**src/sv/sfd_ram.sv**
```systemverilog
// Generic single-port-write, single-port-read RAM with registered read data.
`timescale 1ns / 1ps
`default_nettype none
module sfd_ram #(
	parameter int Width = 8,
	parameter int Depth = 64
) (
	input  wire logic                     clk,
	input  wire logic                     we,
	input  wire logic [$clog2(Depth)-1:0] waddr,
	input  wire logic [Width-1:0]         wdata,
	input  wire logic [$clog2(Depth)-1:0] raddr,
	output logic      [Width-1:0]         rdata
);
	logic [Width-1:0] mem_q [Depth];

	always_ff @(posedge clk) begin
		if (we) mem_q[waddr] <= wdata;
		rdata <= mem_q[raddr];
	end
endmodule
`default_nettype wire

```
**config.mk**
```make
export PLATFORM = sky130hd
export DESIGN_NAME = sfd_ram
export DESIGN_NICKNAME = d
export VERILOG_FILES = /design/src/sv/sfd_ram.sv
export SDC_FILE = /design/constraint.sdc
export NUM_CORES = 1
export LEC_CHECK = 0
export BUFFER_PORTS_ARGS = -buffer_cell sky130_fd_sc_hd__buf_4
export CORE_UTILIZATION = 56
export CTS_CLUSTER_SIZE = 40
export DETAILED_ROUTE_END_ITERATION = 12
export PLACE_DENSITY_LB_ADDON = 0.05
export REMOVE_ABC_BUFFERS = 1
export SLEW_MARGIN = 15
export SYNTH_ARGS = -nofsm -noshare
export SYNTH_HDL_FRONTEND = slang
export SYNTH_SLANG_ARGS = --single-unit
```
**constraint.sdc**
```tcl
create_clock -name clk -period 2.16 [get_ports clk]
set_input_delay 0.54 -clock clk [delete_from_list [all_inputs] [get_ports clk]]
set_output_delay 0.54 -clock clk [all_outputs]
set_load 0.1 [all_outputs]
```
### Yosys cells after proc, flatten, opt, wreduce, memory -nomap -nowiden

Memories as Yosys holds them, arrays and structs flattened. A register that Yosys moved wholly into a read port is not among the register bits.
Index checks and enable logic that the tools add are counted.

* flip-flop bits (word level): 0
* memory bits (writable): 512
* output and inout bits: 8
* logic and storage cells: 3
* memories: 1

Memory list
* mem_q: depth 64, width 8, read ports 1, clocked after Yosys merged registers in 1, write ports 1, RTL line 15 `logic [Width-1:0] mem_q [Depth];`

* muxes and demuxes: 2

Operators with widths (count)
* two-way mux 1 bit: 2

### Logic depth before layout (Yosys ltp)

Gate-level depths: netlist of run 1.

* depth in word-level cells: 2
* depth in mapped cells: 9
* gate-level depth less buffers: 5

### Worst setup path after synthesis of run 1

Ideal clock, no wire load.

* path type: input -> register
* from: in raddr[1]
* to: reg rdata[3] (read register of mem_q)
* arrival time: 2.080 ns
* slack: -0.048 ns
* stages on the path: 7
* buffers on the path: 3
* cell sequence: buf_4 buf_2 buf_2 mux4_2 mux4_2 o21ai_1 o41ai_1

RTL lines
* start: declaration: RTL line 12 `input wire logic [$clog2(Depth)-1:0] raddr,`
* end: declaration: RTL line 13 `output logic [Width-1:0] rdata`

==> results.yml, run 1 <==
placed_design:
  dp_cells: 1529
  place_area_um2: 21900
  gp_congestion: 0.819
  hpwl_um: 29700
  portBuffers: 29
floorplanning:
  start_util_pct: 56.8
  die_w_um: 192
  fp.coreArea_um2: 35500
  rows: 69
  die_h_um: 192
  dieArea_um2: 36800
  pin_count: 30
setup_path:
  reg2reg_slack_ns: 0.09
  crit_chain: "clkbuf_8, buf_12, mux4_2, mux4_2, o21ai_0, nand2_1"
  end_kind: "flip-flop"
  cp.required_ns: 2.58
  crit_fanout: 15
  cp_slowest_cell: "mux4_2"
  crit_buf_inv: 2
  critPathTopFamily: "multiplexers"
  worst-endpoint-arrival_ns: 2.54
  start_kind: "primary input"
  timing.critical_path.mode_cell: "mux4_2"
  critPathMaxStageDelay_ns: 0.53
  path_class: "primary input to flip-flop"
logic_synthesis:
  ys.flop_type: "edfxtp_1"
  synth-async-reset-ratio_pct: 0
  synth.area.top_cells: "edfxtp_1 76%, mux4_2 14%, nor2_1 1.5%"
  ys_seq_area_share_pct: 77.0
  syn_area_per_cell_um2: 21.5
  yosys.area.top_type_share_pct: 76.2
  synth_edf_count: 512
  synth_area_leader_cell: "edfxtp_1"
  ys_types: 40
  ys_warn_count: 0
  synth_cells: 940
  syn-cell-area_um2: 20200
  synth_seq_cells: 520
timing:
  period_needed_ns: 2.12
  holdWs_ns: 0.360
  tns_ns: 0
  setup_viol: 0
  max_freq_mhz: 473
  finalMaxSlewViolations: 0
  rsz0062_at_grt: "no"
  min_period_over_period_pct: 97.9
  final.setup_skew_ns: 0.0149
  worst_pin_slew_ns: 0.737
  hold_violations: 0
  slew_headroom_pct: 50.8
clock_tree:
  hold_buffers: 0
  post-cts-setup-buffers: 0
  htree_levels: 2
  cts_num_sinks: 520
  path_clk_slew_ns: 0.06
  cts-buffers-inserted: 52
  clk_latency_ns: 0.57
  cts_tree: "done"
  clockBufferDepth: 3
  cts_root_buffer: "clkbuf_16"
  cts_resized: 0
route:
  via_per_inst: 6.17
  detailroute.via_count: 10009
  drt_iter0_drc: 1026
  ant_nets: 0
  wirelength_um: 45700
  drtPass1Iterations: 8
  drc_errors: 0
  wire_per_inst_um: 28.1
grt:
  grt_pass1_wl_um: 66700
  grt_use_total_pct: 25.9
  grt_max_degree: 65
  grt-busiest-layer: "met2"
  use_met3_pct: 4.64
  grt.overflow.total: 0
  antenna_found_initial: 0
  met1_usage_pct: 36.1
  grt_pass1_vias: 10370
  met2_usage_pct: 42.1
cells_and_area:
  layoutNonFillerInstCount: 1622
  drive_gt1_share_pct: 33.6
  fin_area_um2: 23500
  finalNetCount: 1144
  area_growth_syn_to_layout_pct: 16.7
  diodes: 0
  post-route-util_pct: 66.3
run:
  maxCapViolations: 0
power_and_ir_drop:
  peakVddDrop_uv: 718
  p_leak_nw: 7.71
  power_per_cell_area_nw_per_um2: 898
worst_hold_path:
  hold_path_class: "primary input to flip-flop"
outcome:
  status: "finished, final reports clean"
==> worst min-delay path, stage by stage <==
cell       delay [ns]
buf_4            0.19
nand2_1          0.08
o2bb2ai_1        0.06
==> synth_stat cells, types with 2 or more instances <==
master and number:
edfxtp_1 512, mux4_2 126, nor2_1 83, mux2i_1 23, nand2_1 19, clkbuf_1 17
nor2b_1 14, buf_4 13, mux2_2 13, nand3_1 13, buf_2 11, dfxtp_1 8
o221ai_1 8, o22ai_1 8, nand2b_1 7, nor3_1 7, a221oi_1 6, a211oi_1 4
buf_1 4, buf_6 4, a21oi_1 3, a22oi_1 3, nand3b_1 3, o2111ai_1 3
o2bb2ai_1 3, a2111oi_0 2, buf_12 2, nand4_1 2, nor4_1 2, o21a_1 2
o21ai_0 2, o21ai_1 2, o221a_2 2, o32ai_1 2, o41ai_1 2
==> final timing paths <==
check | start | to | cells after the start
max reg2reg | mem_q[39][7] | rdata[7] | 4
min | raddr[5] | rdata[0] | 3
max | raddr[0] | rdata[7] | 6
min reg2reg | mem_q[23][2] | rdata[2] | 4
==> through the flow <==
step / total power [mW] / setup WS [ns]
2_1_floorplan: 12.0 / 0.259
3_3_place_gp: 12.7 / -0.451
3_5_place_dp: 12.7 / -0.496
4_1_cts: 21.3 / 0.0645
5_1_grt: 21.7 / 0.000570
6_report: 21.1 / 0.0449
==> layout make-up <==
cell class / count / area [um2]
Timing Repair Buffer: 179 / 1480
Tap cell: 461 / 577
Fill cell: 2248 / 11900
Multi-Input combinational cell: 369 / 4320
Clock buffer: 65 / 1370
Sequential cell: 520 / 15500
Clock inverter: 28 / 265
==> cells by family (layout without fill, tap and decap cells) <==
kind of cell / after synthesis / after routing / synth area share [%]
buffers and inverters: 51 / 272 / 1.57
flip-flops: 520 / 520 / 77.0
AND/OR/NAND/NOR: 153 / 153 / 3.39
AO/OA/AOI/OAI: 54 / 54 / 2.07
multiplexers: 162 / 162 / 15.9
==> power breakdown <==
| group | total [mW] | internal (mW) | switching, mW |
|---|---|---|---|
| clock | 8.64 | 5.08 | 3.56 |
| sequential | 11.2 | 11.2 | 0.0436 |
| combinational | 1.29 | 0.494 | 0.798 |
==> per-layer routing <==
metal	vias up	part of all wire (%)
li1	4292	-
met1	5256	41
met2	398	50
met3	63	7.0
met4	0	2.6
met5	-	0
==> registers in the layout (all words and copies together), names as in the netlist <==
| signal | count |
|---|---|
| rdata | 8 |
| mem_q | 512 |
==> placed cells by master, fill, tap and decap left out, drive strengths merged, types with 5 or more instances in the layout <==
cell type and instances:
clkinv 19, o22ai 8, bufinv 5, nor2 83, clkbuf 66, buf 178, nor2b 14, mux4 126
o221ai 8, edfxtp 512, mux2i 23, nand3 13, nand2b 7, nor3 7, nand2 19, dfxtp 8
a221oi 6, mux2 13
Note: power is estimated with default switching activity, not from simulation.
==> run 2: changes to the inputs <==
--- a/config.mk
+++ b/config.mk
@@ -6,7 +6,8 @@
 export NUM_CORES = 1
 export LEC_CHECK = 0
 export BUFFER_PORTS_ARGS = -buffer_cell sky130_fd_sc_hd__buf_4
-export CORE_UTILIZATION = 56
+export CORE_ASPECT_RATIO = 1.5
+export CORE_UTILIZATION = 29
 export CTS_CLUSTER_SIZE = 40
 export DETAILED_ROUTE_END_ITERATION = 12
 export PLACE_DENSITY_LB_ADDON = 0.05
==> results.yml, run 2 (synthesis gave the netlist of run 1 again) <==
setup_path:
  cp.required_ns: 2.64
  crit_buf_inv: 2
  r2r_cells: 5
  critPathMaxStageDelay_ns: 0.52
  critPathTopFamily: "multiplexers"
  crit_cells: 6
  startpoint: "raddr[0]"
  cp-endpoint: "rdata[7]"
  reg2reg_slack_ns: 0.16
  rr_endpoint: "rdata[4]"
  r2r-start: "mem_q[29][4]"
  end_kind: "flip-flop"
  cp_slowest_cell: "mux4_2"
  start_kind: "primary input"
  worst-endpoint-arrival_ns: 2.57
  crit_chain: "buf_8, buf_4, mux4_2, mux2_2, o311ai_1, nand2_1"
  crit_fanout: 17
  path_class: "primary input to flip-flop"
cells_and_area:
  final_common_cell: "edfxtp_1"
  largest_reg_flops: 512
  layout_common_cells: "512 x edfxtp_1, 187 x buf_4, 126 x mux4_2"
  finalNetCount: 1178
  area_growth_syn_to_layout_pct: 23.0
  regArea_um2: 15500
  layoutNonFillerInstCount: 2096
  fillers: 6382
  multiInputGateArea_um2: 4320
  largestRegisters: "mem_q x512, rdata x8"
  top_register: "mem_q"
  diodes: 0
  drive_gt1_share_pct: 36.9
power_and_ir_drop:
  p_leak_nw: 8.05
  power_per_cell_area_nw_per_um2: 920
  total_power_mw: 22.8
  peakVddDrop_uv: 628
timing:
  hold_violations: 0
  final.setup_skew_ns: 0.0120
  finalMaxSlewViolations: 0
  period_needed_ns: 2.09
  worst_pin_slew_ns: 0.738
  holdWs_ns: 0.303
  rsz0062_at_grt: "no"
  slew_headroom_pct: 50.8
  tns_ns: 0
  max_freq_mhz: 478
  setup_viol: 0
  worst_slack_ns: 0.0677
  min_period_over_period_pct: 96.9
floorplanning:
  dieArea_um2: 70600
  pin_count: 30
  fp.coreArea_um2: 68900
  rows: 118
  start_util_pct: 29.2
  die_h_um: 325
  die_w_um: 217
clock_tree:
  clockBufferDepth: 3
  cts-buffers-inserted: 52
  htree_levels: 2
  path_clk_slew_ns: 0.07
  post-cts-setup-buffers: 0
  cts_tree: "done"
  cts_num_sinks: 520
  clk_latency_ns: 0.61
  cts_root_buffer: "clkbuf_16"
route:
  drtPass1Iterations: 4
  via_per_inst: 4.71
  ant_nets: 0
  wire_per_inst_um: 27.6
  wirelength_um: 57800
  drc_errors: 0
  detailroute.via_count: 9866
  drt_iter0_drc: 654
placed_design:
  dp_cells: 2002
  hpwl_um: 38900
  place_ws_ns: -0.674
  portBuffers: 29
  gp_congestion: 0.737
outcome:
  status: "finished, final reports clean"
run:
  maxCapViolations: 0
grt:
  grt.overflow.total: 0
  met2_usage_pct: 30.3
  grt_pass1_wl_um: 82100
  met1_usage_pct: 20.4
  grt_max_degree: 65
  grt_use_total_pct: 16.8
  antenna_found_initial: 0
  grt-busiest-layer: "met2"
  grt_pass1_vias: 10747
  use_met3_pct: 2.29
worst_hold_path:
  hold_path_class: "primary input to flip-flop"
[run 2: cell count changes in the layout (fill, tap and decap cells not counted), moves of 4 or more]
cell	change
clkinvlp_4	+4
buf_4	+19
clkinv_1	-4
bufinv_16	+9
buf_12	+15
clkbuf_1	-10
[run 2: power by group]
part,switching (mW),internal [mW]
clock network,4.00,6.15
registers,0.0415,11.2
logic,0.893,0.579
total,4.94,17.9
[run 2: metal layers]
metal  share of wire (%)  wire length (um)
met2                  54             31200
met5                   0                 0
met4                 2.8              1620
met1                  41             23600
met3                 2.4              1380
[run 2: stage by stage]
stage | cell area, um2 | util [%]
2_1_floorplan | 19900 | -
3_3_place_gp | 22900 | 33.2
6_report | 24800 | 36.0
3_5_place_dp | 22900 | 33.2
4_1_cts | 24800 | 36.0
5_1_grt | 24800 | 36.0
[run 2: final cells by class]
| cell class | instances | share of cell area (%) |
|---|---|---|
| multi-input cells | 369 | 17.4 |
| flip-flops and latches | 520 | 62.6 |
| well taps | 900 | 4.54 |
| clock inverters | 39 | 2.29 |
| repair buffers | 213 | 7.74 |
| clock buffers | 55 | 5.38 |
[run 2: worst min path at each step]
| stage | start | end | slack, ns | depth (start not counted) |
|---|---|---|---|---|
| CTS | wdata[0] | mem_q[62][0] | 0.27 | 1 |
| global placement | mem_q[30][6] | rdata[6] | 0.83 | 3 |
| global route | wdata[0] | mem_q[56][0] | 0.28 | 1 |
| finish | wdata[0] | mem_q[63][0] | 0.30 | 1 |
| floorplan | wdata[0] | mem_q[0][0] | 0.64 | 0 |
| detailed placement | mem_q[30][4] | rdata[4] | 0.87 | 3 |
[run 2: repair_timing]
| item | CTS | global route |
|---|---|---|
| endpoints found under the setup margin | 1 | 1 |
| hold buffers | 0 | 0 |
| resized for setup | 1 | 1 |
