[src/sv/sfd_div.sv]
// Restoring divider producing a 17-bit quotient, one bit per cycle.
`timescale 1ns / 1ps
`default_nettype none
module sfd_div (
	input  wire logic        clk,
	input  wire logic        arst_n,
	input  wire logic        start,
	input  wire logic [63:0] num,
	input  wire logic [47:0] den,
	output logic             busy,
	output logic [16:0]      quo
);
	logic [63:0] rem_q;
	logic [4:0] cnt_q;
	logic [47:0] den_q;
	logic [64:0] trial;
	logic [64:0] shd;

	assign busy = (cnt_q != 5'd0);
	always_comb begin
		shd = {17'd0, den_q} << (cnt_q - 5'd1);
		trial = {1'b0, rem_q} - shd;
	end

	always_ff @(posedge clk or negedge arst_n) begin
		if (!arst_n) begin
			cnt_q <= 5'd0;
		end else if (start) begin
			cnt_q <= 5'd17;
		end else if (busy) begin
			cnt_q <= cnt_q - 5'd1;
		end
	end

	always_ff @(posedge clk) begin
		if (start) begin
			rem_q <= num;
			den_q <= den;
			quo <= 17'd0;
		end else if (busy) begin
			if (!trial[64]) begin
				rem_q <= trial[63:0];
				quo <= {quo[15:0], 1'b1};
			end else begin
				quo <= {quo[15:0], 1'b0};
			end
		end
	end
endmodule
`default_nettype wire

[config.mk]
export PLATFORM = sky130hd
export DESIGN_NAME = sfd_div
export DESIGN_NICKNAME = d
export VERILOG_FILES = /design/src/sv/sfd_div.sv
export SDC_FILE = /design/constraint.sdc
export NUM_CORES = 1
export LEC_CHECK = 0
export BUFFER_PORTS_ARGS = -buffer_cell sky130_fd_sc_hd__buf_2
export CAP_MARGIN = 20
export CORE_MARGIN = 1.5
export CORE_UTILIZATION = 45
export DETAILED_ROUTE_END_ITERATION = 10
export GPL_ROUTABILITY_DRIVEN = 0
export RECOVER_POWER = 25
export REMOVE_ABC_BUFFERS = 1
export SLEW_MARGIN = 40
export SYNTH_ARGS = -nofsm -noshare
export SYNTH_HDL_FRONTEND = slang
export SYNTH_SLANG_ARGS = --single-unit
export TNS_END_PERCENT = 10
[constraint.sdc]
create_clock -name clk -period 23.4 [get_ports clk]
set_input_delay 7.02 -clock clk [delete_from_list [all_inputs] [get_ports clk]]
set_output_delay 7.02 -clock clk [all_outputs]
set_load 0.02 [all_outputs]
-- After elaboration in Yosys (flattened, before gate mapping)
Index checks and enable logic that the tools add are counted.
Widths: inputs -> output; s select.
- output and inout bits: 18
- bits of input ports: 115
- bits in registers: 134
- equality and inequality tests: 1
- reductions and logical operators: 3
- $add $sub $neg: 2
- muxes and demuxes: 6
- shifts and indexed selects: 1
- operator list (kind ; count):
    $mux 64 ; 3
    $shl 48x5->65 ; 1
    $sub 64x65->65 ; 1
    $mux 5 ; 2
    $reduce_bool 5->1 ; 1
    $sub 5x1->5 const B ; 1
    $ne 2x2->1 const B ; 1
    $reduce_and 2->1 ; 1
    $reduce_bool 2->1 ; 1
    $mux 1 ; 1

-- Logic depth before layout (Yosys ltp)
Gate-level depths: netlist of the first run.
- word-level depth: 6
- gate-level depth with buffers: 27
- mapped depth without buffers: 21

-- Worst setup path after synthesis of the first run
OpenSTA, ideal clock, no wires.
- path type: register to register
- start: register cnt_q[0]
- end: register rem_q[0] (enable)
- buffers on the path: 6
- cell stages (with the launch flop): 25
- period minus slack after synthesis: 10.722 ns
- path slack: 12.678 ns
- data required time: 22.826 ns
- arrival time: 10.148 ns
- cells stage by stage: dfrtp_1 -> buf_2 -> buf_1 -> inv_1 -> clkbuf_1 -> ha_1 -> clkbuf_1 -> clkbuf_1 -> buf_1 -> nand3_1 -> or2_2 -> nor3_1 -> ha_1 -> inv_1 -> fa_1 -> a21o_1 -> a221oi_1 -> nor2_1 -> o211ai_1 -> a21oi_1 -> nor2_1 -> o31ai_1 -> o21a_1 -> o22a_1 -> o21ai_0
- longest elaborated chain between the ends: 5
- elaborated cells on any way between the ends: 7
- ends and longest elaborated chain (what ; RTL line ; text):
    start, declared ; 14 ; logic [4:0] cnt_q;
    start signal, assigned ; 31 ; cnt_q <= cnt_q - 5'd1;
    $sub 5x1->5 ; 21 ; shd = {17'd0, den_q} << (cnt_q - 5'd1);
    $shl 48x5->65 ; 21 ;
    $sub 64x65->65 ; 22 ; trial = {1'b0, rem_q} - shd;
    $ne 2x2->1 (no line) ; - ;
    $reduce_and 2->1 (no line) (*) ; - ;
    end signal, assigned ; 37 ; rem_q <= num;
    end signal, assigned ; 42 ; rem_q <= trial[63:0];
    end, declared ; 13 ; logic [63:0] rem_q;
Every way passes the cells marked *; elsewhere a longest branch is shown, timed or not.
A chain may end at the register's enable or synchronous reset.

-- Final worst setup path of the first run
- start: input port start
- end: register rem_q[49] (enable)
- longest elaborated chain between the ends: 2
- elaborated cells on any way between the ends: 3
- ends and longest elaborated chain (what ; RTL line ; text):
    start, declared ; 7 ; input wire logic start,
    $ne 2x2->1 (no line) or $reduce_bool 2->1 (tied branches) ; - ;
    $reduce_and 2->1 (no line) (*) ; - ;
Marked as above.

==> out/results.ini, run 1 <==
[clock_tree]
clock_latency_ps = 450
clk_pin_slew_ps = 80
cts_root_buffer = clkbuf_16
post-cts-setup-buffers = 0
cts_resized = 0
clock_sinks = 134
htreeDepth = 4
cts_buffers = 17
ctsHoldBuffers = 0
clockBufferDepth = 2
cts_tree = done

[layout]
final_cell_mix = nand2_1, a21oi_1, buf_2
drive_above_1_share_pct = 17.1
finalNonFillerCells = 1751
fin_util_pct = 51.3
area_growth_pct = 12.7
final_common_cell = nand2_1
nets = 1589
n_antenna_cell = 0

[floorplanning]
die_x_um = 162
core_region_area_um2 = 25000
num_rows = 58
io-pin-count = 133
fp.dieArea_um2 = 26300
die_h_um = 162
initial_core_util_pct = 45.5

[timing]
setup_viol = 0
final.setup.tns_ps = 0
fin_crit_sh_pct = 43.5
fin_skew_ps = 21.0
clock.fmax_mhz = 98.2
tightest_slew_ps = 2310
worst_slack_ps = 13220
period_needed_ps = 10180
hold_viol = 0
rsz0062_at_grt = no
slew-limit-headroom_pct = -53.8
slew_violations = 50

[route]
viasPerCell = 5.76
routed_wl_mm = 31.2
detail_route.wl_per_cell_um = 17.8
drcViolationCount = 0
firstDrtPassIters = 5
antenna_left = 0
detail_route.iter0.violations = 717
num_vias = 10100

[worst_setup_path]
worstSetupEndpointType = flip-flop
arrival_ps = 10250
cp_max_fo = 64
r2r_slack_ps = 16550
r2r-start = cnt_q[0]
cp-startpoint = start
worstRegToRegCells = 20
worst_setup_path_start_kind = input pin
critPathCapture = rem_q[49]
crit_required_ps = 23470
reg2reg_to = rem_q[49]
path_class = input pin to flip-flop

[synth]
yosysWarnings = 0
synth_area_leaders = edfxtp_1, nand2_1, ha_1
synth_top_area_share_pct = 29.5
synth_top_area_cell = edfxtp_1
seq_area_frac_synth_pct = 33.6
synthFlopType = edfxtp_1
synth.distinct_cells = 73
synth.cell_area_um2 = 11400
async_flop_share_pct = 3.73
syn_avg_cell_area_um2 = 8.59
synthCells = 1328
ys_ff_latch = 134
synth_edf_count = 112

[placement]
dp_hpwl_mm = 23.3
post-place-ws_ps = 14340
io_buffers = 132
post-place-cells = 1719

[grt]
antenna_found_initial = 0
grt_usage_pct = 23.8
grt.overflow.total = 0
grt_pass1_wl_mm = 49.0
grt_pass1_vias = 9381
grt_max_degree = 103

[status]
status = finished, violations left
violations = max-capacitance violations, max-slew violations

[worst_hold_path]
hold_class = flip-flop to flip-flop

[run]
maxCapViolations = 1

## cell families (layout without fill, tap and decap cells)
family                     Yosys count  in the layout  synth area share, %
and+or+nand+nor                    468            468                 17.9
AOI/OAI and AO/OA                  409            409                 21.6
DFF                                134            134                 33.6
buffers and inverters              107            200                 3.96
muxes                               86             86                 11.3
adders and majority gates           66             66                 7.31
xor gates and xnor gates            58             58                 4.45
## metal layers
layer | track usage [%] | part of all wire [%]
met5 | 0 | 0
met4 | 5.63 | 0.94
met3 | 2.55 | 4.7
met2 | 35.9 | 43
met1 | 36.5 | 51
## layout make-up
class,count,area [um^2]
fill,2462,12200
multi-input combinational,1087,7190
sequential,134,3830
timing repair buffer,144,754
clock buffer,17,425
tap,330,413
clock inverter,15,144
inverter,24,90.1
## critical path, stage by stage
cell      delay [ps]
clkbuf_1        1610
inv_1            790
o21ai_4          220
buf_6            520
## registers in the layout, indices dropped and copies added (netlist names)
register	count
quo	17
rem_q	64
cnt_q	5
den_q	48
## synthesized netlist by cell type (all sizes together) (2+ instances only)
cell	instances
mux4	33
a211o	2
and3	9
o211ai	8
nand4b	2
mux2	10
o22a	4
a22oi	10
nand3	16
o2111a	2
clkbuf	57
nor2	102
nand2	246
o31ai	7
a21oi	138
nand2b	8
buf	25
a211oi	13
o211a	3
and2	10
nor2b	8
inv	24
dfxtp	17
dfrtp	5
a21boi	3
o21bai	18
nor3	23
xor2	28
o221ai	2
mux2i	43
or3	8
o21a	9
o22ai	3
a21o	43
nand4	20
o21ai	124
or2	7
and4	2
nor3b	3
ha	65
edfxtp	112
xnor2	30
a31oi	12
## through the flow
step / cell area, um^2 / hold slack (ps)
after floorplan: 11000 / 501
after global placement: 12300 / 442
after detailed placement: 12300 / 456
after CTS: 12800 / 465
after global routing: 12800 / 477
final: 12800 / 459
## how the worst min path moves through the flow
stage / to / from / slack, ps / cells past startpoint
floorplan: quo[0] / cnt_q[4] / 500 / 1
global placement: quo[16] / quo[16] / 440 / 2
detailed placement: quo[16] / quo[16] / 460 / 2
CTS: quo[6] / quo[5] / 470 / 2
global route: quo[6] / quo[5] / 480 / 2
finish: quo[6] / quo[5] / 460 / 2
Power of run 1 is left out: the tool's default activity adds up to more than one toggle a clock period on the data nets, which glitch-free logic cannot reach.
==> run 2: changes to the inputs <==
- ABC_AREA: not set -> 1
- PLACE_DENSITY: not set -> 0.66
- clock period: 23.4 -> 8.64 ns (I/O delays scaled with it)
==> run 2 against run 1 <==
Compared with the run above: the run still ends with max-capacitance violations, max-slew violations left; hold slack better by 1.5 ps; sequential share of layout area decreased by 3.3 points; count of clock-buffer cells in the layout grew 2; core utilization rose by 0.18 points; first-iteration DRC count is 79% higher; via count up 34%; critical path type unchanged.
==> out/results.ini, run 2 <==
[status]
status = finished, violations left  ; unchanged
violations = max-capacitance violations, max-slew violations  ; unchanged

[placement]
post-place-ws_ps = 2630  ; was 14,340 ps
post-place-cells = 2506  ; was 1,719
dp_hpwl_mm = 32.8  ; was 23.3 mm
io_buffers = 132  ; unchanged

[timing]
fin_crit_sh_pct = 73.8
fin_skew_ps = 15.3  ; was 21.0 ps
slew_violations = 172  ; was 50
worst_slack_ps = 2260  ; was 13,220 ps
period_needed_ps = 6380
setup_viol = 0  ; unchanged
holdWs_ps = 461  ; was 459 ps
hold_viol = 0  ; unchanged
clock.fmax_mhz = 157
final.setup.tns_ps = 0  ; unchanged
rsz0062_at_grt = no  ; unchanged
tightest_slew_ps = 3390  ; was 2310 ps
slew-limit-headroom_pct = -126  ; was -53.8%

[worst_setup_path]
worstRegToRegCells = 24  ; was 20
worstSetupEndpointType = flip-flop  ; unchanged
cp.depth = 5  ; was 4
r2r_slack_ps = 2310  ; was 16,550 ps
critPathSlowestCell = clkbuf_1  ; unchanged
r2r-start = cnt_q[0]  ; unchanged
path_class = input pin to flip-flop  ; unchanged
cpLargestDelayFamily = buffers and inverters  ; unchanged
worst_setup_path_start_kind = input pin  ; unchanged
crit_required_ps = 8810  ; was 23,470 ps
arrival_ps = 6550  ; was 10,250 ps
cp_slowest_stage_delay_ps = 1930  ; was 1610 ps
worstPathCellList = clkbuf_1, inv_2, clkbuf_1, nand2_4, buf_4  ; was clkbuf_1, inv_1, o21ai_4, buf_6
path_buf_inv = 4  ; was 3
reg2reg_to = rem_q[21]  ; was rem_q[49]
critPathCapture = rem_q[21]  ; was rem_q[49]
cp-startpoint = start  ; unchanged
cpMostUsedCell = clkbuf_1
cp_max_fo = 46  ; was 64

[floorplanning]
io-pin-count = 133  ; unchanged
die_x_um = 173  ; was 162 um
fp.dieArea_um2 = 29800  ; was 26,300 um^2
initial_core_util_pct = 46.2  ; was 45.5%
core_region_area_um2 = 28000  ; was 25,000 um^2
die_h_um = 173  ; was 162 um
num_rows = 61  ; was 58

[run]
maxCapViolations = 3  ; was 1

[synth]
synth_edf_count = 112  ; unchanged
synth_area_leaders = edfxtp_1, nand2_1, inv_1  ; was edfxtp_1, nand2_1, ha_1
synth.distinct_cells = 42  ; was 73
syn_avg_cell_area_um2 = 6.31  ; was 8.59 um^2
yosysWarnings = 0  ; unchanged
seq_area_frac_synth_pct = 29.6  ; was 33.6%
synth_top_area_cell = edfxtp_1  ; unchanged
synth_common_cells = nand2_1, inv_1, nor2_1  ; was nand2_1, a21oi_1, o21ai_0
async_flop_share_pct = 3.73  ; unchanged
synth_top_area_share_pct = 26.0  ; was 29.5%
ys_ff_latch = 134  ; unchanged
synthFlopType = edfxtp_1  ; unchanged
synth.most_common_cell = nand2_1  ; unchanged
synth.cell_area_um2 = 12900  ; was 11,400 um^2
synthCells = 2051  ; was 1,328

[grt]
grt_pass1_vias = 12400  ; was 9,381
busiest_layer = met2  ; was met1
grt.overflow.total = 0  ; unchanged
met2_usage_pct = 43.8  ; was 35.9%
grt_usage_pct = 27.4  ; was 23.8%
gr-usage-met1_pct = 36.9  ; was 36.5%
grt_max_degree = 85  ; was 103
grt_pass1_wl_mm = 64.6  ; was 49.0 mm
grtUsageMet3_pct = 4.35  ; was 2.55%
antenna_found_initial = 0  ; unchanged

[clock_tree]
cts_tree = done  ; unchanged
clockBufferDepth = 2  ; unchanged
cts_root_buffer = clkbuf_16  ; unchanged
clock_sinks = 134  ; unchanged
clock_latency_ps = 450  ; about the same
clk_pin_slew_ps = 70  ; was 80 ps
cts_resized = 0  ; unchanged
post-cts-setup-buffers = 0  ; unchanged
cts_buffers = 17  ; unchanged
ctsHoldBuffers = 0  ; unchanged
htreeDepth = 4  ; unchanged

[layout]
fill_cells = 2924  ; was 2,462
top_register = rem_q  ; unchanged
nets = 2328  ; was 1,589
regArea_um2 = 3830  ; unchanged
reg.largest.list = rem_q x64, den_q x48, quo x17  ; unchanged
final_cell_mix = nand2_1, inv_1, nor2_1  ; was nand2_1, a21oi_1, buf_2
drive_above_1_share_pct = 8.89  ; was 17.1%
multi_input_area_um2 = 7670  ; was 7190 um^2
n_antenna_cell = 0  ; unchanged
final_common_cell = nand2_1  ; unchanged
finalNonFillerCells = 2538  ; was 1,751
area_growth_pct = 11.5  ; was 12.7%
largest_reg_flops = 64  ; unchanged

[route]
viasPerCell = 5.31  ; was 5.76
num_vias = 13500  ; was 10,100
firstDrtPassIters = 6  ; was 5
detail_route.wl_per_cell_um = 16.2  ; was 17.8 um
drcViolationCount = 0  ; unchanged
antenna_left = 0  ; unchanged
detail_route.iter0.violations = 1287  ; was 717
routed_wl_mm = 41.1  ; was 31.2 mm

[worst_hold_path]
hold_class = flip-flop to flip-flop  ; unchanged

run 2: cell types whose count changed after synthesis, moves of 33 or more:
cell      before  now
a21o_1        43    2
mux4_2        33    0
clkbuf_1      56   22
nand2_1      246  811
a21oi_1      137   86
nor2_1       101  138
o21ai_1        1   54
nand3_1       16   90
inv_1         24  289
run 2: layout make-up:
class | count | area share, %
timing repair buffer | 140 | 5.03
tap | 378 | 3.28
clock buffer | 19 | 3.30
inverter | 296 | 7.72
clock inverter | 13 | 0.963
sequential | 134 | 26.6
multi-input combinational | 1558 | 53.2
run 2: worst min path at each step:
stage | slack [ps] | cells past startpoint | startpoint | to
final | 460 | 2 | quo[16] | quo[16]
after global routing | 490 | 2 | quo[16] | quo[16]
after CTS | 460 | 2 | quo[16] | quo[16]
after detailed placement | 440 | 2 | quo[16] | quo[16]
after global placement | 440 | 2 | quo[16] | quo[16]
after floorplan | 480 | 2 | cnt_q[4] | cnt_q[4]
run 2: routing by layer:
metal / up-vias / wire (um)
li1: 6771 / -
met1: 6046 / 18100
met2: 570 / 18400
met3: 82 / 3000
met4: 0 / 1570
met5: - / 0
run 2: per-stage QoR:
step	cell area, um^2	utilization [%]
finish	14400	51.5
global route	14400	51.5
CTS	14400	51.5
detailed placement	13800	49.4
global placement	13800	49.2
floorplan	12600	-
run 2: logic make-up after synthesis:
group,synth area share [%]
and+or+nand+nor,34.1
DFF,29.6
xor gates and xnor gates,1.63
buffers and inverters,11.2
adders and majority gates,6.44
AOI/OAI and AO/OA,13.5
muxes,3.48
run 2: worst register-to-register path: stages (launching register included):
cell      delay (ps)
dfrtp_2          410
inv_2            280
ha_1             230
nand2_1           60
nand2_2          540
clkinv_2         810
o21ai_1          560
mux2i_1          200
or2_1            300
ha_1             380
nand2_1          130
nor2_1           140
inv_1             90
nor2_1            90
nand2_1           60
nand2_1          160
nand2_1           70
nand2_1          170
nand2_1          100
nand2_1           70
nand2_1           40
nand2_1           70
nand2_1           90
nand2_4          470
buf_4            480
Power of run 2 is left out for the same reason.
==> run 3: changes to the inputs <==
- clock period: 8.64 -> 5.72 ns (I/O delays scaled with it)
==> run 3 against run 2 <==
Compared with the run above: the flow still finishes with violations (max-capacitance violations, max-slew violations); setup slack lost 1800 ps; hold slack gained 7.9 ps; global-route usage grew 0.20 points; largest cell class unchanged; highest routed layer unchanged.
==> out/results.ini, run 3 (same netlist as run 2, synthesis figures left out) <==
[status]
status = finished, violations left  ; unchanged
violations = max-capacitance violations, max-slew violations  ; unchanged

[route]
antenna_left = 0  ; unchanged
wl_met2_mm = 18.7  ; was 18.4 mm
top_layer_used = met4  ; unchanged
num_vias = 13600  ; was 13,500
viasPerCell = 5.34  ; was 5.31
wl_met3_mm = 3.02  ; was 3.00 mm
wl_met1_mm = 18.7  ; was 18.1 mm
firstDrtPassIters = 6  ; unchanged
detail_route.wl_per_cell_um = 16.5  ; was 16.2 um
routed_wl_mm = 42.1  ; was 41.1 mm
drcViolationCount = 0  ; unchanged
detail_route.iter0.violations = 1473  ; was 1,287

[floorplanning]
initial_core_util_pct = 46.2  ; unchanged
io-pin-count = 133  ; unchanged
num_rows = 61  ; unchanged
die_x_um = 173  ; unchanged
die_h_um = 173  ; unchanged
fp.dieArea_um2 = 29800  ; unchanged
core_region_area_um2 = 28000  ; unchanged

[clock_tree]
post-cts-setup-buffers = 0  ; unchanged
ctsHoldBuffers = 0  ; unchanged
htreeDepth = 4  ; unchanged
cts_resized = 0  ; unchanged
clock_latency_ps = 450  ; about the same
cts_tree = done  ; unchanged
clockBufferDepth = 2  ; unchanged
clock_sinks = 134  ; unchanged
cts_buffers = 17  ; unchanged
clk_pin_slew_ps = 60  ; was 70 ps
cts_root_buffer = clkbuf_16  ; unchanged

[layout]
finalNonFillerCells = 2543  ; was 2,538
final_cell_mix = nand2_1, inv_1, nor2_1  ; unchanged
drive_above_1_share_pct = 9.24  ; was 8.89%
top_register = rem_q  ; unchanged
reg.largest.list = rem_q x64, den_q x48, quo x17  ; unchanged
n_antenna_cell = 0  ; unchanged
area_growth_pct = 11.6  ; was 11.5%
fin_util_pct = 51.5  ; about the same
final_common_cell = nand2_1  ; unchanged
largest_reg_flops = 64  ; unchanged
nets = 2333  ; was 2,328

[timing]
rsz0062_at_grt = no  ; unchanged
clock.fmax_mhz = 192
holdWs_ps = 469  ; was 461 ps
setup_viol = 0  ; unchanged
final.setup.tns_ps = 0  ; unchanged
slew-limit-headroom_pct = -14.8  ; was -126%
fin_skew_ps = 12.4  ; was 15.3 ps
period_needed_ps = 5210
hold_viol = 0  ; unchanged
fin_crit_sh_pct = 91.2
slew_violations = 120  ; was 172
tightest_slew_ps = 1720  ; was 3390 ps

[grt]
grt_max_degree = 85  ; unchanged
grt_pass1_wl_mm = 65.0  ; was 64.6 mm
grt_pass1_vias = 12400  ; about the same
grt.overflow.total = 0  ; unchanged
antenna_found_initial = 0  ; unchanged
grt_usage_pct = 27.6  ; was 27.4%

[worst_setup_path]
path_class = flip-flop to flip-flop  ; was input pin to flip-flop
cp_max_fo = 49  ; was 46
crit_required_ps = 5860  ; was 8810 ps
arrival_ps = 5350  ; was 6550 ps
worstSetupEndpointType = flip-flop  ; unchanged
worst_setup_path_start_kind = flip-flop  ; was input pin

[run]
maxCapViolations = 2  ; was 3

[placement]
io_buffers = 132  ; unchanged
dp_hpwl_mm = 33.8  ; was 32.8 mm
post-place-cells = 2511  ; was 2,506

[worst_hold_path]
hold_class = flip-flop to flip-flop  ; unchanged

## run 3: changes by cell type in the layout (fill, tap and decap cells not counted), moves of 2 or more
cell and change:
clkinv_8 -2, buf_4 +4, clkbuf_1 -3, inv_4 +2, buf_12 +3
## run 3: worst paths after layout
| path | startpoint | end | slack (ps) | cells past startpoint |
|---|---|---|---|---|
| worst max register to register | cnt_q[0] | rem_q[0] | 510 | 20 |
| worst min-delay path | quo[16] | quo[16] | 470 | 2 |
| max in group asynchronous | arst_n | cnt_q[0] | 4340 | 1 |
| min in group asynchronous | arst_n | cnt_q[2] | 1120 | 1 |
| worst min register to register | quo[16] | quo[16] | 470 | 2 |
| worst max-delay path | cnt_q[0] | rem_q[0] | 510 | 20 |
## run 3: area by class of cell
cell class                      count  area (um^2)
Tap cell                          378          473
Timing Repair Buffer              145          787
Clock buffer                       18          450
Clock inverter                     14          124
Sequential cell                   134         3830
Fill cell                        2908        13600
Inverter                          296         1110
Multi-Input combinational cell   1558         7660
## run 3: routing by layer
| layer | global-route usage, % | vias to the layer above |
|---|---|---|
| li1 | - | 6784 |
| met3 | 3.74 | 92 |
| met5 | 0 | - |
| met2 | 44.2 | 596 |
| met4 | 12.3 | 0 |
| met1 | 37.2 | 6119 |
## run 3: critical path: stages (launching register included)
cell and delay (ps):
dfrtp_2 400, inv_2 260, ha_1 230, nand2_1 70
nand2_2 90, clkinv_2 570, mux2i_1 450, nand2_1 90
o21ai_1 140, o21ai_0 210, ha_1 460, a21oi_1 330
nand2_1 120, a21oi_1 140, nand2_1 90, a21oi_1 230
nand3_1 110, nand2_1 90, nand2_1 60, nand2_2 440
buf_12 280
## run 3: stage by stage
| step | cell area (um^2) | worst slack, ps |
|---|---|---|
| finish | 14400 | 505 |
| CTS | 14400 | 556 |
| global placement | 13900 | 676 |
| global route | 14400 | 36.4 |
| floorplan | 12600 | -1470 |
| detailed placement | 13900 | 619 |
Power of run 3 is left out for the same reason.
